**src/tpdm_pkg.sv**
```systemverilog
// Package for the three-phase duty modulator: port word types, stage control
// struct and fixed constants. No dependencies.
`timescale 1ns / 1ps

package tpdm_pkg;

    // sqrt(3)/2 in Q0.31, rounded
    localparam logic [31:0] SQ3H_Q31 = 32'd1859775393;

    // Latency from accepted start to done strobe, in cycles
    localparam int unsigned LATENCY = 4;

    typedef struct packed {
        logic signed [15:0] voltage_alpha;
        logic signed [15:0] voltage_beta;
    } voltage_t;

    typedef struct packed {
        logic [14:0] duty_u;
        logic [14:0] duty_v;
        logic [14:0] duty_w;
    } duty_t;

    typedef struct packed {
        logic valid;
        logic mode;
    } stage_ctrl_t;

endpackage

```
**src/tpdm_clarke.sv**
```systemverilog
// Inverse Clarke stages: input scaling, beta*sqrt(3)/2 product, phase sums.
// Depends on tpdm_pkg.
`timescale 1ns / 1ps

module tpdm_clarke #(
    parameter int DATA_WIDTH = 16
) (
    input  logic                          clk,
    input  logic                          rst_n,
    input  tpdm_pkg::stage_ctrl_t         in_ctrl,
    input  tpdm_pkg::voltage_t            vec,
    output tpdm_pkg::stage_ctrl_t         out_ctrl,
    output logic signed [DATA_WIDTH-1:0]  ph_u,
    output logic signed [DATA_WIDTH-1:0]  ph_v,
    output logic signed [DATA_WIDTH-1:0]  ph_w
);

    localparam int DW = DATA_WIDTH;
    localparam int UP = (DW >= 16) ? DW - 16 : 0;
    localparam int DN = (DW >= 16) ? 0 : 16 - DW;
    localparam logic [33:0] K_RND =
        ((34'(tpdm_pkg::SQ3H_Q31) << 1) >> (32 - DW)) + 34'd1;
    localparam logic signed [DW-1:0] K = DW'(K_RND >> 1);
    localparam logic signed [DW+1:0] SMAX_X = {3'b000, {(DW-1){1'b1}}};
    localparam logic signed [DW+1:0] SMIN_X = {3'b111, {(DW-1){1'b0}}};

    function automatic logic signed [DW-1:0] sat(input logic signed [DW+1:0] x);
        logic signed [DW+1:0] y;
        begin
            if (x > SMAX_X)
            begin
                y = SMAX_X;
            end
            else if (x < SMIN_X)
            begin
                y = SMIN_X;
            end
            else
            begin
                y = x;
            end
            return DW'(y);
        end
    endfunction

    logic signed [DW-1:0]   alpha_s;
    logic signed [DW-1:0]   beta_s;
    logic signed [2*DW-1:0] prod;

    tpdm_pkg::stage_ctrl_t  s1_ctrl_reg;
    logic signed [DW-1:0]   s1_alpha_reg;
    logic signed [2*DW-1:0] s1_prod_reg;

    logic signed [DW+1:0]   bt_x;
    logic signed [DW+1:0]   ha_x;
    logic signed [DW-1:0]   v_next;
    logic signed [DW-1:0]   w_next;

    tpdm_pkg::stage_ctrl_t  s2_ctrl_reg;
    logic signed [DW-1:0]   s2_u_reg;
    logic signed [DW-1:0]   s2_v_reg;
    logic signed [DW-1:0]   s2_w_reg;

    // Rescale Q1.15 to the internal width
    assign alpha_s = DW'(vec.voltage_alpha >>> DN) <<< UP;
    assign beta_s  = DW'(vec.voltage_beta >>> DN) <<< UP;
    assign prod    = beta_s * K;

    always_ff @(posedge clk or negedge rst_n)
    begin
        if (!rst_n)
        begin
            s1_ctrl_reg <= '0;
            s2_ctrl_reg <= '0;
        end
        else
        begin
            s1_ctrl_reg <= in_ctrl;
            s2_ctrl_reg <= s1_ctrl_reg;
        end
    end

    // Half of alpha is a floor shift; the product truncates by DW-1
    assign bt_x   = (DW+2)'(s1_prod_reg >>> (DW - 1));
    assign ha_x   = (DW+2)'(s1_alpha_reg >>> 1);
    assign v_next = sat(bt_x - ha_x);
    assign w_next = sat(-bt_x - ha_x);

    always_ff @(posedge clk)
    begin
        s1_alpha_reg <= alpha_s;
        s1_prod_reg  <= prod;
        s2_u_reg     <= s1_alpha_reg;
        s2_v_reg     <= v_next;
        s2_w_reg     <= w_next;
    end

    assign out_ctrl = s2_ctrl_reg;
    assign ph_u     = s2_u_reg;
    assign ph_v     = s2_v_reg;
    assign ph_w     = s2_w_reg;

endmodule

```
**src/tpdm_inject.sv**
```systemverilog
// Common-mode offset stage: min/max of the three phases and -(max+min)/2.
// Depends on tpdm_pkg.
`timescale 1ns / 1ps

module tpdm_inject #(
    parameter int DATA_WIDTH = 16
) (
    input  logic                          clk,
    input  logic                          rst_n,
    input  tpdm_pkg::stage_ctrl_t         in_ctrl,
    input  logic signed [DATA_WIDTH-1:0]  ph_u,
    input  logic signed [DATA_WIDTH-1:0]  ph_v,
    input  logic signed [DATA_WIDTH-1:0]  ph_w,
    output tpdm_pkg::stage_ctrl_t         out_ctrl,
    output logic signed [DATA_WIDTH-1:0]  out_u,
    output logic signed [DATA_WIDTH-1:0]  out_v,
    output logic signed [DATA_WIDTH-1:0]  out_w,
    output logic signed [DATA_WIDTH-1:0]  offset
);

    localparam int DW = DATA_WIDTH;
    localparam logic signed [DW+1:0] SMAX_X = {3'b000, {(DW-1){1'b1}}};
    localparam logic signed [DW+1:0] SMIN_X = {3'b111, {(DW-1){1'b0}}};

    function automatic logic signed [DW-1:0] sat(input logic signed [DW+1:0] x);
        logic signed [DW+1:0] y;
        begin
            if (x > SMAX_X)
            begin
                y = SMAX_X;
            end
            else if (x < SMIN_X)
            begin
                y = SMIN_X;
            end
            else
            begin
                y = x;
            end
            return DW'(y);
        end
    endfunction

    logic signed [DW-1:0]  mx_a;
    logic signed [DW-1:0]  mn_a;
    logic signed [DW-1:0]  mx;
    logic signed [DW-1:0]  mn;
    logic signed [DW-1:0]  mid;
    logic signed [DW-1:0]  offset_next;

    tpdm_pkg::stage_ctrl_t s3_ctrl_reg;
    logic signed [DW-1:0]  s3_u_reg;
    logic signed [DW-1:0]  s3_v_reg;
    logic signed [DW-1:0]  s3_w_reg;
    logic signed [DW-1:0]  s3_offset_reg;

    assign mx_a = (ph_v > ph_u) ? ph_v : ph_u;
    assign mn_a = (ph_v < ph_u) ? ph_v : ph_u;
    assign mx   = (ph_w > mx_a) ? ph_w : mx_a;
    assign mn   = (ph_w < mn_a) ? ph_w : mn_a;
    assign mid  = sat((DW+2)'(mx) + (DW+2)'(mn));

    // Drop the offset in sinusoidal mode
    always_comb
    begin
        if (in_ctrl.mode)
        begin
            offset_next = -(mid >>> 1);
        end
        else
        begin
            offset_next = '0;
        end
    end

    always_ff @(posedge clk or negedge rst_n)
    begin
        if (!rst_n)
        begin
            s3_ctrl_reg <= '0;
        end
        else
        begin
            s3_ctrl_reg <= in_ctrl;
        end
    end

    always_ff @(posedge clk)
    begin
        s3_u_reg      <= ph_u;
        s3_v_reg      <= ph_v;
        s3_w_reg      <= ph_w;
        s3_offset_reg <= offset_next;
    end

    assign out_ctrl = s3_ctrl_reg;
    assign out_u    = s3_u_reg;
    assign out_v    = s3_v_reg;
    assign out_w    = s3_w_reg;
    assign offset   = s3_offset_reg;

endmodule

```
**src/tpdm_duty.sv**
```systemverilog
// Duty stage: add offset and one half, clamp to [0, 1), rescale to Q0.15.
// Depends on tpdm_pkg.
`timescale 1ns / 1ps

module tpdm_duty #(
    parameter int DATA_WIDTH = 16
) (
    input  logic                          clk,
    input  logic                          rst_n,
    input  tpdm_pkg::stage_ctrl_t         in_ctrl,
    input  logic signed [DATA_WIDTH-1:0]  ph_u,
    input  logic signed [DATA_WIDTH-1:0]  ph_v,
    input  logic signed [DATA_WIDTH-1:0]  ph_w,
    input  logic signed [DATA_WIDTH-1:0]  offset,
    output logic                          done,
    output tpdm_pkg::duty_t               duty
);

    localparam int DW = DATA_WIDTH;
    localparam int UP = (DW >= 16) ? DW - 16 : 0;
    localparam int DN = (DW >= 16) ? 0 : 16 - DW;
    localparam logic signed [DW+1:0] SMAX_X = {3'b000, {(DW-1){1'b1}}};
    localparam logic signed [DW+1:0] SMIN_X = {3'b111, {(DW-1){1'b0}}};
    localparam logic signed [DW+1:0] HALF_X = {4'b0001, {(DW-2){1'b0}}};

    function automatic logic signed [DW-1:0] sat(input logic signed [DW+1:0] x);
        logic signed [DW+1:0] y;
        begin
            if (x > SMAX_X)
            begin
                y = SMAX_X;
            end
            else if (x < SMIN_X)
            begin
                y = SMIN_X;
            end
            else
            begin
                y = x;
            end
            return DW'(y);
        end
    endfunction

    // Offset, then half, each saturating; negative clamps to zero
    function automatic logic [14:0] to_duty(input logic signed [DW-1:0] ph,
                                            input logic signed [DW-1:0] off);
        logic signed [DW-1:0] d1;
        logic signed [DW-1:0] d2;
        logic [DW-1:0]        c;
        logic [DW+15:0]       scaled;
        begin
            d1     = sat((DW+2)'(ph) + (DW+2)'(off));
            d2     = sat((DW+2)'(d1) + HALF_X);
            c      = d2[DW-1] ? '0 : DW'(d2);
            scaled = ((DW+16)'(c) << DN) >> UP;
            return scaled[14:0];
        end
    endfunction

    logic            done_reg;
    tpdm_pkg::duty_t duty_reg;
    tpdm_pkg::duty_t duty_next;

    always_comb
    begin
        duty_next.duty_u = to_duty(ph_u, offset);
        duty_next.duty_v = to_duty(ph_v, offset);
        duty_next.duty_w = to_duty(ph_w, offset);
    end

    always_ff @(posedge clk or negedge rst_n)
    begin
        if (!rst_n)
        begin
            done_reg <= 1'b0;
        end
        else
        begin
            done_reg <= in_ctrl.valid;
        end
    end

    always_ff @(posedge clk)
    begin
        duty_reg <= duty_next;
    end

    assign done = done_reg;
    assign duty = duty_reg;

endmodule

```
**src/three_phase_duty_modulator_unit.sv**
```systemverilog
// Channel  | Handshake          | Word
// ---------+--------------------+--------------------------------------------
// command  | start, busy        | vec   (tpdm_pkg::voltage_t: alpha, beta)
// result   | done (strobe)      | duty  (tpdm_pkg::duty_t: u, v, w duties)
// config   | cfg_write          | cfg_data (modulation mode, 1 = space vector)
//
// An accepted start reaches done through the four register stages (scale
// and multiply, Clarke sums, min/max offset, duty clamp); one word enters
// per cycle, so throughput is 1 word per cycle, as busy is never raised.
// busy stays low: the result strobe cannot be held off and the pipeline
// never stalls. Reset (rst_n, async) clears stage valid bits and sets
// the mode to space vector. Top level; depends on tpdm_pkg and the tpdm_* stages.
`timescale 1ns / 1ps

module three_phase_duty_modulator_unit #(
    parameter int DATA_WIDTH = 16
) (
    input  logic               clk,
    input  logic               rst_n,
    input  logic               start,
    output logic               busy,
    input  tpdm_pkg::voltage_t vec,
    input  logic               cfg_write,
    input  logic               cfg_data,
    output logic               done,
    output tpdm_pkg::duty_t    duty
);

    logic                  mode_reg;
    logic                  mode_next;
    tpdm_pkg::stage_ctrl_t in_ctrl;
    tpdm_pkg::stage_ctrl_t clk_ctrl;
    tpdm_pkg::stage_ctrl_t inj_ctrl;

    logic signed [DATA_WIDTH-1:0] c_u;
    logic signed [DATA_WIDTH-1:0] c_v;
    logic signed [DATA_WIDTH-1:0] c_w;
    logic signed [DATA_WIDTH-1:0] i_u;
    logic signed [DATA_WIDTH-1:0] i_v;
    logic signed [DATA_WIDTH-1:0] i_w;
    logic signed [DATA_WIDTH-1:0] i_off;

    assign busy      = 1'b0;
    assign mode_next = cfg_write ? cfg_data : mode_reg;

    always_ff @(posedge clk or negedge rst_n)
    begin
        if (!rst_n)
        begin
            mode_reg <= 1'b1;
        end
        else
        begin
            mode_reg <= mode_next;
        end
    end

    // Carry the mode with each word down the pipeline
    assign in_ctrl.valid = start && !busy;
    assign in_ctrl.mode  = mode_reg;

    tpdm_clarke #(
        .DATA_WIDTH(DATA_WIDTH)
    ) u_clarke (
        .clk      (clk),
        .rst_n    (rst_n),
        .in_ctrl  (in_ctrl),
        .vec      (vec),
        .out_ctrl (clk_ctrl),
        .ph_u     (c_u),
        .ph_v     (c_v),
        .ph_w     (c_w)
    );

    tpdm_inject #(
        .DATA_WIDTH(DATA_WIDTH)
    ) u_inject (
        .clk      (clk),
        .rst_n    (rst_n),
        .in_ctrl  (clk_ctrl),
        .ph_u     (c_u),
        .ph_v     (c_v),
        .ph_w     (c_w),
        .out_ctrl (inj_ctrl),
        .out_u    (i_u),
        .out_v    (i_v),
        .out_w    (i_w),
        .offset   (i_off)
    );

    tpdm_duty #(
        .DATA_WIDTH(DATA_WIDTH)
    ) u_duty (
        .clk     (clk),
        .rst_n   (rst_n),
        .in_ctrl (inj_ctrl),
        .ph_u    (i_u),
        .ph_v    (i_v),
        .ph_w    (i_w),
        .offset  (i_off),
        .done    (done),
        .duty    (duty)
    );

endmodule

```
**config.mk**
```make
export PLATFORM = sky130hd
export DESIGN_NAME = three_phase_duty_modulator_unit
export DESIGN_NICKNAME = d
export VERILOG_FILES = /design/src/tpdm_pkg.sv /design/src/tpdm_clarke.sv /design/src/tpdm_inject.sv /design/src/tpdm_duty.sv /design/src/three_phase_duty_modulator_unit.sv
export SDC_FILE = /design/constraint.sdc
export NUM_CORES = 1
export LEC_CHECK = 0
export ABC_AREA = 1
export BUFFER_PORTS_ARGS = -buffer_cell sky130_fd_sc_hd__buf_2
export CAP_MARGIN = 20
export CORE_ASPECT_RATIO = 1.1
export CORE_UTILIZATION = 26
export CTS_CLUSTER_SIZE = 16
export DETAILED_ROUTE_END_ITERATION = 7
export SLEW_MARGIN = 20
export SYNTH_ARGS = -nofsm -noshare
export SYNTH_HDL_FRONTEND = slang
export SYNTH_SLANG_ARGS = --single-unit
```
**constraint.sdc**
```tcl
create_clock -name clk -period 15.9 [get_ports clk]
set_clock_uncertainty 0.05 [all_clocks]
set_input_delay 2.385 -clock clk [delete_from_list [all_inputs] [get_ports clk]]
set_output_delay 2.385 -clock clk [all_outputs]
set_load 0.01 [all_outputs]
```
==> flow_summary.json, run 1 <==
{
  "netlist_area_um2": 18200,
  "holdPathEnd": "u_clarke.ph_u[0]",
  "first_global_vias": 14300,
  "fp.dieH_um": 280,
  "cp-start-kind": "register",
  "post-cts-setup-buffers": 0,
  "synth_top_area_cell": "dfxtp_1",
  "grt_pass1_wl_um": 72300,
  "crit_buf_inv": 6,
  "min_period_over_period_pct": 52.3,
  "ios": 84,
  "synthTopCellsByCount": "526 x nand2_1, 378 x inv_1, 268 x ha_1, 190 x dfxtp_1, 154 x a21oi_1",
  "num-fill-cells": 7581,
  "netlist_instances": 2322,
  "crit_type": "register to register",
  "synth_edf_count": 0,
  "grt_start_max_net_pins": 33,
  "area_delta_synth_final_pct": 10.6,
  "cp_common_cell": "nand2_1",
  "required_ns": 16.22,
  "antenna_found_initial": 8,
  "syn_nets": 2753,
  "cts.path.max_buffers": 2,
  "min_path_type": "register to register",
  "ys_ff_latch": 197,
  "grt-ovfl-total": 0,
  "max-cap-violations": 0,
  "finalSetupTns_ns": 0,
  "core_um2": 69300,
  "insertion_delay_ns": 0.47,
  "hold_viol_final": 0,
  "cp_num_cells": 46,
  "drive_gt1_share_pct": 8.43,
  "synthDistinctLibCells": 57,
  "io_buffers": 82,
  "crit_family": "simple AND/OR/NAND/NOR gates",
  "reg2reg_slack_ns": 7.59,
  "cts_resized": 0,
  "wl_per_cell_um": 13.2,
  "rsz0062_at_grt": "no",
  "wl_um": 43900,
  "setup_viol": 0,
  "route.antenna.remaining_nets": 0,
  "synth_top_area_share_pct": 20.8,
  "viasPerCell": 4.37,
  "async_flop_share_pct": 3.55,
  "cts_tree": "yes",
  "tightest_slew_ns": 0.994,
  "synthTopCellsByArea": "dfxtp_1 21%, ha_1 18%, fa_1 14%",
  "cts-hold-fix-buffers": 0,
  "first_pass_iters": 7,
  "maxSlewViolCount": 0,
  "cts_sinks": 197,
  "track_usage_pct": 12.7,
  "holdPathStages": 0,
  "critPathLaunch": "u_clarke.ph_u[2]",
  "std_cell_rows": 101,
  "synth_seq_area_share_pct": 21.8,
  "dieArea_um2": 71300,
  "placed_cells": 3291,
  "fmax_mhz": 120,
  "drc_errors": 0,
  "crit_slowest_cell": "nand2_1",
  "worst_r2r_startpoint": "u_clarke.ph_u[2]",
  "ff2ff_path_depth": 46,
  "reg2reg_to": "u_inject.offset[12]",
  "yosysMostFrequentCell": "nand2_1",
  "ys.flop_type": "dfxtp_1",
  "hold_start": "u_clarke.s1_alpha_reg[0]",
  "gp_congestion": 0.901,
  "vias": 14500,
  "cpPeakStageDelay_ns": 0.78,
  "cts_root_buf": "clkbuf_16",
  "layout_min_cycle_time_ns": 8.31,
  "layout.nets": 2814,
  "numCtsBuffers": 17,
  "cp.arrival_ns": 8.63,
  "outcome": "completed",
  "fin_cells": 3323,
  "antenna_cells": 0,
  "critical_path.max_fanout": 32,
  "largest_reg_flops": 45,
  "drtIter0Drc": 770,
  "slew_headroom_pct": 33.8,
  "yosys_warnings": 0,
  "end_kind": "register",
  "path_clk_slew_ns": 0.09,
  "dp_hpwl_um": 37900,
  "fp.dieW_um": 255,
  "syn_area_per_cell_um2": 7.86,
  "h-tree-depth": 4,
  "initial_utilization_pct": 26.4
}
## worst max-delay path by stage
stage,endpoint,slack (ns)
after floorplan,u_clarke.s1_prod_reg[30],8.69
after global placement,u_clarke.s1_prod_reg[30],7.43
after detailed placement,u_clarke.s1_prod_reg[30],7.37
after CTS,u_inject.offset[12],7.67
after global routing,u_inject.offset[12],6.65
final,u_inject.offset[12],7.59
## cell type report
cell class	instances	area (um2)	area share, %
sequential	197	3980	19.7
inverter	386	1450	7.19
timing repair buffer	83	418	2.07
tap	927	1160	5.75
multi-input combinational	1698	12600	62.2
clock inverter	15	199	0.986
clock buffer	17	425	2.11
## routing by layer
metal | vias to the layer above | share of wire [%] | wire length (um) | GRT usage [%]
met5 | - | 0.26 | 116 | 0
met4 | 16 | 1.8 | 807 | 3.72
met3 | 54 | 4.0 | 1740 | 2.05
met2 | 243 | 48 | 21300 | 22.3
met1 | 6588 | 45 | 20000 | 15.8
li1 | 7611 | - | - | -
## cell families after synthesis
family	synth area share [%]
fa+ha+maj	32.2
mux	0.0617
xor+xnor	4.74
flops	21.8
simple gates	19.6
compound gates	12.1
other cells	0.0205
buf+inv	9.43
## cell usage in the layout (no fill, tap or decap), types with 22 or more instances in the layout
cell      count
buf_2        82
a21oi_1     154
o21ai_0     105
ha_1        268
nand2_1     526
xnor2_1      31
dfxtp_1     190
xor2_1       66
nor2_1      107
fa_1        126
o211ai_1     27
nand3_1     107
inv_1       378
nand2_2      22
## per-stage QoR
step                      util (%)  instance area, um2  worst slack, ns  hold slack (ns)
after global placement        28.2               19600             7.43            0.263
after global routing          29.1               20200             6.65            0.295
after CTS                     29.1               20200             7.67            0.287
after detailed placement      28.2               19600             7.37            0.268
final                         29.1               20200             7.59            0.282
after floorplan                  -               18200             8.69            0.260
Power of run 1 is left out: the tool's default activity adds up to more than one toggle a clock period on the data nets, which glitch-free logic cannot reach.
==> inputs of run 2 (changes only) <==
==> constraint.sdc (replaced) <==
create_clock -name clk -period 8.1 [get_ports clk]
set_clock_uncertainty 0.05 [all_clocks]
set_input_delay 1.215 -clock clk [delete_from_list [all_inputs] [get_ports clk]]
set_output_delay 1.215 -clock clk [all_outputs]
set_load 0.01 [all_outputs]
==> flow_summary.json, run 2 (same netlist as run 1, synthesis figures left out) <==
{
  "grt-ovfl-total": 0,
  "path_clk_slew_ns": 0.08,
  "insertion_delay_ns": 0.46,
  "wl_um": 43400,
  "wl_per_cell_um": 13.0,
  "reg2reg_to": "u_inject.offset[12]",
  "route.antenna.remaining_nets": 0,
  "grt_start_max_net_pins": 31,
  "cts_sinks": 197,
  "dieArea_um2": 71300,
  "final_cell_mix": "526 x nand2_1, 378 x inv_1, 268 x ha_1, 190 x dfxtp_1, 154 x a21oi_1",
  "ff2ff_path_depth": 42,
  "outcome": "completed",
  "cp.arrival_ns": 7.60,
  "finalSetupTns_ns": 0,
  "crit_buf_inv": 6,
  "post-cts-setup-buffers": 0,
  "vias": 14400,
  "cp_common_cell": "nand2_1",
  "core_um2": 69300,
  "cts-hold-fix-buffers": 0,
  "gp_congestion": 0.901,
  "crit_type": "register to register",
  "max-cap-violations": 0,
  "drc_errors": 0,
  "holdPathStages": 0,
  "cpPeakStageDelay_ns": 0.72,
  "antenna_cells": 0,
  "min_period_over_period_pct": 90.0,
  "required_ns": 8.41,
  "holdWs_ns": 0.281,
  "drive_gt1_share_pct": 8.58,
  "maxSlewViolCount": 0,
  "track_usage_pct": 12.5,
  "crit_slowest_cell": "a2111oi_0",
  "first_pass_iters": 5,
  "largest_reg_flops": 45,
  "cts_root_buf": "clkbuf_16",
  "setup_viol": 0,
  "holdPathEnd": "u_clarke.ph_u[0]",
  "viasPerCell": 4.33,
  "area_delta_synth_final_pct": 10.8,
  "cp-start-kind": "register",
  "fp.dieH_um": 280,
  "placed_cells": 3295,
  "multiInputGateArea_um2": 12600,
  "grt_pass1_wl_um": 70900,
  "slew_headroom_pct": 35.1,
  "seqCellArea_um2": 3980,
  "final_common_cell": "nand2_1",
  "cts.path.max_buffers": 2,
  "hold_viol_final": 0,
  "end_kind": "register",
  "numCtsBuffers": 17,
  "reg2reg_slack_ns": 0.81,
  "antenna_found_initial": 6,
  "tightest_slew_ns": 0.973,
  "io_buffers": 82,
  "fin_cells": 3327,
  "std_cell_rows": 101,
  "fmax_mhz": 137,
  "rsz0062_at_grt": "no",
  "initial_utilization_pct": 26.4,
  "worst_r2r_startpoint": "u_clarke.ph_u[11]",
  "hold_start": "u_clarke.s1_alpha_reg[0]",
  "crit_family": "simple AND/OR/NAND/NOR gates",
  "critical_path.max_fanout": 28,
  "layout.nets": 2818,
  "layout_min_cycle_time_ns": 7.29,
  "min_path_type": "register to register",
  "fp.dieW_um": 255,
  "h-tree-depth": 4,
  "ios": 84,
  "drtIter0Drc": 719,
  "num-fill-cells": 7556,
  "cts_tree": "yes",
  "first_global_vias": 14100,
  "dp_hpwl_um": 37500,
  "cts_resized": 0
}
==> run 2: cell count changes in the layout (fill, tap and decap cells not counted) <==
cell	delta
clkinv_4	-2
inv_6	+2
inv_12	-1
clkinv_8	+3
inv_8	-2
buf_4	+4
==> run 2: metal layers <==
| layer | routed length, um | vias to the layer above | global-route usage, % |
|---|---|---|---|
| li1 | - | 7604 | - |
| met1 | 20200 | 6528 | 15.9 |
| met2 | 20800 | 224 | 21.7 |
| met3 | 1530 | 50 | 1.75 |
| met4 | 783 | 12 | 3.76 |
| met5 | 81 | - | 0 |
==> run 2: how the worst max path moves through the flow <==
stage,endpoint,slack [ns],start,cells after the start
floorplan,u_inject.offset[14],1.58,u_clarke.ph_u[15],47
global placement,u_inject.offset[12],1.14,u_clarke.ph_u[15],42
detailed placement,u_inject.offset[12],0.89,u_clarke.ph_u[15],46
CTS,u_inject.offset[12],0.87,u_clarke.ph_u[15],46
global route,u_inject.offset[12],0.05,u_clarke.ph_u[15],47
finish,u_inject.offset[12],0.81,u_clarke.ph_u[11],42
==> run 2: area by class of cell <==
class / instances / area share (%)
Multi-Input combinational cell: 1698 / 62.1
Sequential cell: 197 / 19.7
Inverter: 386 / 7.18
Tap cell: 927 / 5.73
Timing Repair Buffer: 87 / 2.21
Clock buffer: 17 / 2.10
Clock inverter: 15 / 1.03
==> run 2: through the flow <==
stage          worst slack, ns  utilization [%]  instance area, um2
2_1_floorplan             1.58                -               18200
3_3_place_gp              1.14             28.3               19600
3_5_place_dp             0.891             28.3               19600
4_1_cts                  0.867             29.2               20200
5_1_grt                 0.0466             29.2               20200
6_report                 0.810             29.2               20200
Power of run 2 is left out for the same reason.
==> inputs of run 3 (changes only) <==
==> constraint.sdc (replaced) <==
create_clock -name clk -period 8.1 [get_ports clk]
set_clock_uncertainty 0.05 [all_clocks]
set_input_delay 0.81 -clock clk [delete_from_list [all_inputs] [get_ports clk]]
set_output_delay 0.81 -clock clk [all_outputs]
set_load 0.01 [all_outputs]
==> flow_summary.json, run 3 (same netlist as run 1, synthesis figures left out) <==
{
  "outcome": "completed",
  "antenna_found_initial": 7,
  "worst_r2r_startpoint": "u_clarke.ph_u[15]",
  "dr_wl_met2_um": 20900,
  "dieArea_um2": 71300,
  "layout.nets": 2819,
  "cp.arrival_ns": 7.46,
  "grt_start_max_net_pins": 31,
  "first_global_vias": 14100,
  "min_period_over_period_pct": 88.2,
  "min_path_type": "primary input to async pin",
  "cts_root_buf": "clkbuf_16",
  "critPathLaunch": "u_clarke.ph_u[15]",
  "cpPeakStageDelay_ns": 0.44,
  "core_um2": 69300,
  "route.antenna.remaining_nets": 0,
  "initial_utilization_pct": 26.4,
  "cts.path.max_buffers": 2,
  "track_usage_pct": 12.6,
  "reg2reg_to": "u_inject.offset[12]",
  "gp_congestion": 0.896,
  "top_layer": "met5",
  "setup_viol": 0,
  "num-fill-cells": 7537,
  "final_cell_mix": "525 x nand2_1, 377 x inv_1, 268 x ha_1, 190 x dfxtp_1, 154 x a21oi_1",
  "max-cap-violations": 0,
  "fp.dieH_um": 280,
  "seqCellArea_um2": 3980,
  "drt-met1-wl_um": 20300,
  "reg2reg_slack_ns": 0.95,
  "hold_viol_final": 0,
  "crit_slowest_cell": "fa_1",
  "drive_gt1_share_pct": 8.70,
  "insertion_delay_ns": 0.47,
  "end_kind": "register",
  "cts_tree": "yes",
  "first_pass_iters": 5,
  "vias": 14500,
  "required_ns": 8.41,
  "grt_pass1_wl_um": 71400,
  "numCtsBuffers": 17,
  "area_delta_synth_final_pct": 11.0,
  "drc_errors": 0,
  "antenna_cells": 0,
  "post-cts-setup-buffers": 0,
  "io_buffers": 82,
  "path_clk_slew_ns": 0.08,
  "critical_path.max_fanout": 17,
  "drtIter0Drc": 666,
  "multiInputGateArea_um2": 12600,
  "cp_common_cell": "nand2_1",
  "dp_hpwl_um": 37700,
  "maxSlewViolCount": 0,
  "std_cell_rows": 101,
  "cp-start-kind": "register",
  "ios": 84,
  "largest_reg_flops": 45,
  "fmax_mhz": 140,
  "h-tree-depth": 4,
  "crit_type": "register to register",
  "viasPerCell": 4.36,
  "cp-endpoint": "u_inject.offset[12]",
  "cts_sinks": 197,
  "layout_min_cycle_time_ns": 7.15,
  "fin_util_pct": 29.2,
  "fp.dieW_um": 255,
  "wl_um": 43800,
  "final_common_cell": "nand2_1",
  "wl_per_cell_um": 13.2,
  "grt-ovfl-total": 0,
  "tightest_slew_ns": 0.959,
  "wl_met3_um": 1410,
  "slew_headroom_pct": 36.1,
  "ff2ff_path_depth": 47
}
[run 3: routing by layer]
| layer | vias to the layer above | global-route usage (%) |
|---|---|---|
| met4 | 12 | 4.44 |
| met1 | 6565 | 15.8 |
| met2 | 259 | 21.6 |
| met3 | 70 | 1.87 |
| met5 | - | 0 |
| li1 | 7596 | - |
[run 3: repair_timing]
action | 4_1_cts | 5_1_grt
endpoints found under the setup margin | 0 | 5
gates resized for setup | 0 | 4
hold buffers | 0 | 0
[run 3: worst min path at each step]
stage                             startpoint                       to  slack (ns)  depth (start not counted)
CTS                                    rst_n  u_clarke.s1_ctrl_reg[1]        0.09                          1
detailed placement  u_clarke.s1_alpha_reg[0]         u_clarke.ph_u[0]        0.27                          0
floorplan           u_clarke.s1_alpha_reg[0]         u_clarke.ph_u[0]        0.26                          0
global route                           rst_n     u_clarke.out_ctrl[1]        0.11                          1
global placement    u_clarke.s1_alpha_reg[0]         u_clarke.ph_u[0]        0.27                          0
finish                                 rst_n  u_clarke.s1_ctrl_reg[1]        0.11                          1
[run 3: metrics by stage]
step	setup slack, ns	cell area [um2]	TNS, ns	hold WS, ns	cells
2_1_floorplan	1.58	18200	0	0.260	2322
3_3_place_gp	1.01	19600	0	0.269	3295
3_5_place_dp	0.838	19600	0	0.272	3295
4_1_cts	0.798	20200	0	0.0855	3327
5_1_grt	-0.0467	20300	-0.0467	0.106	3328
6_report	0.955	20300	0	0.112	3328
[run 3: cell type report]
type | count | share of cell area [%]
repair buffers | 87 | 2.21
multi-input cells | 1698 | 62.0
clock buffers | 17 | 2.10
inverters | 386 | 7.19
flip-flops and latches | 197 | 19.7
well taps | 927 | 5.73
clock inverters | 15 | 1.09
repair inverters | 1 | 0.0371
[run 3: critical path: cells and delay by family (launching register included)]
| family | cells | cell delay [ns] |
|---|---|---|
| and+or+nand+nor | 27 | 2.96 |
| AOI/OAI and AO/OA | 9 | 1.31 |
| adders and majority gates | 4 | 1.27 |
| buffers and inverters | 6 | 0.89 |
| DFF | 1 | 0.34 |
| xor gates and xnor gates | 1 | 0.16 |
Power of run 3 is left out for the same reason.
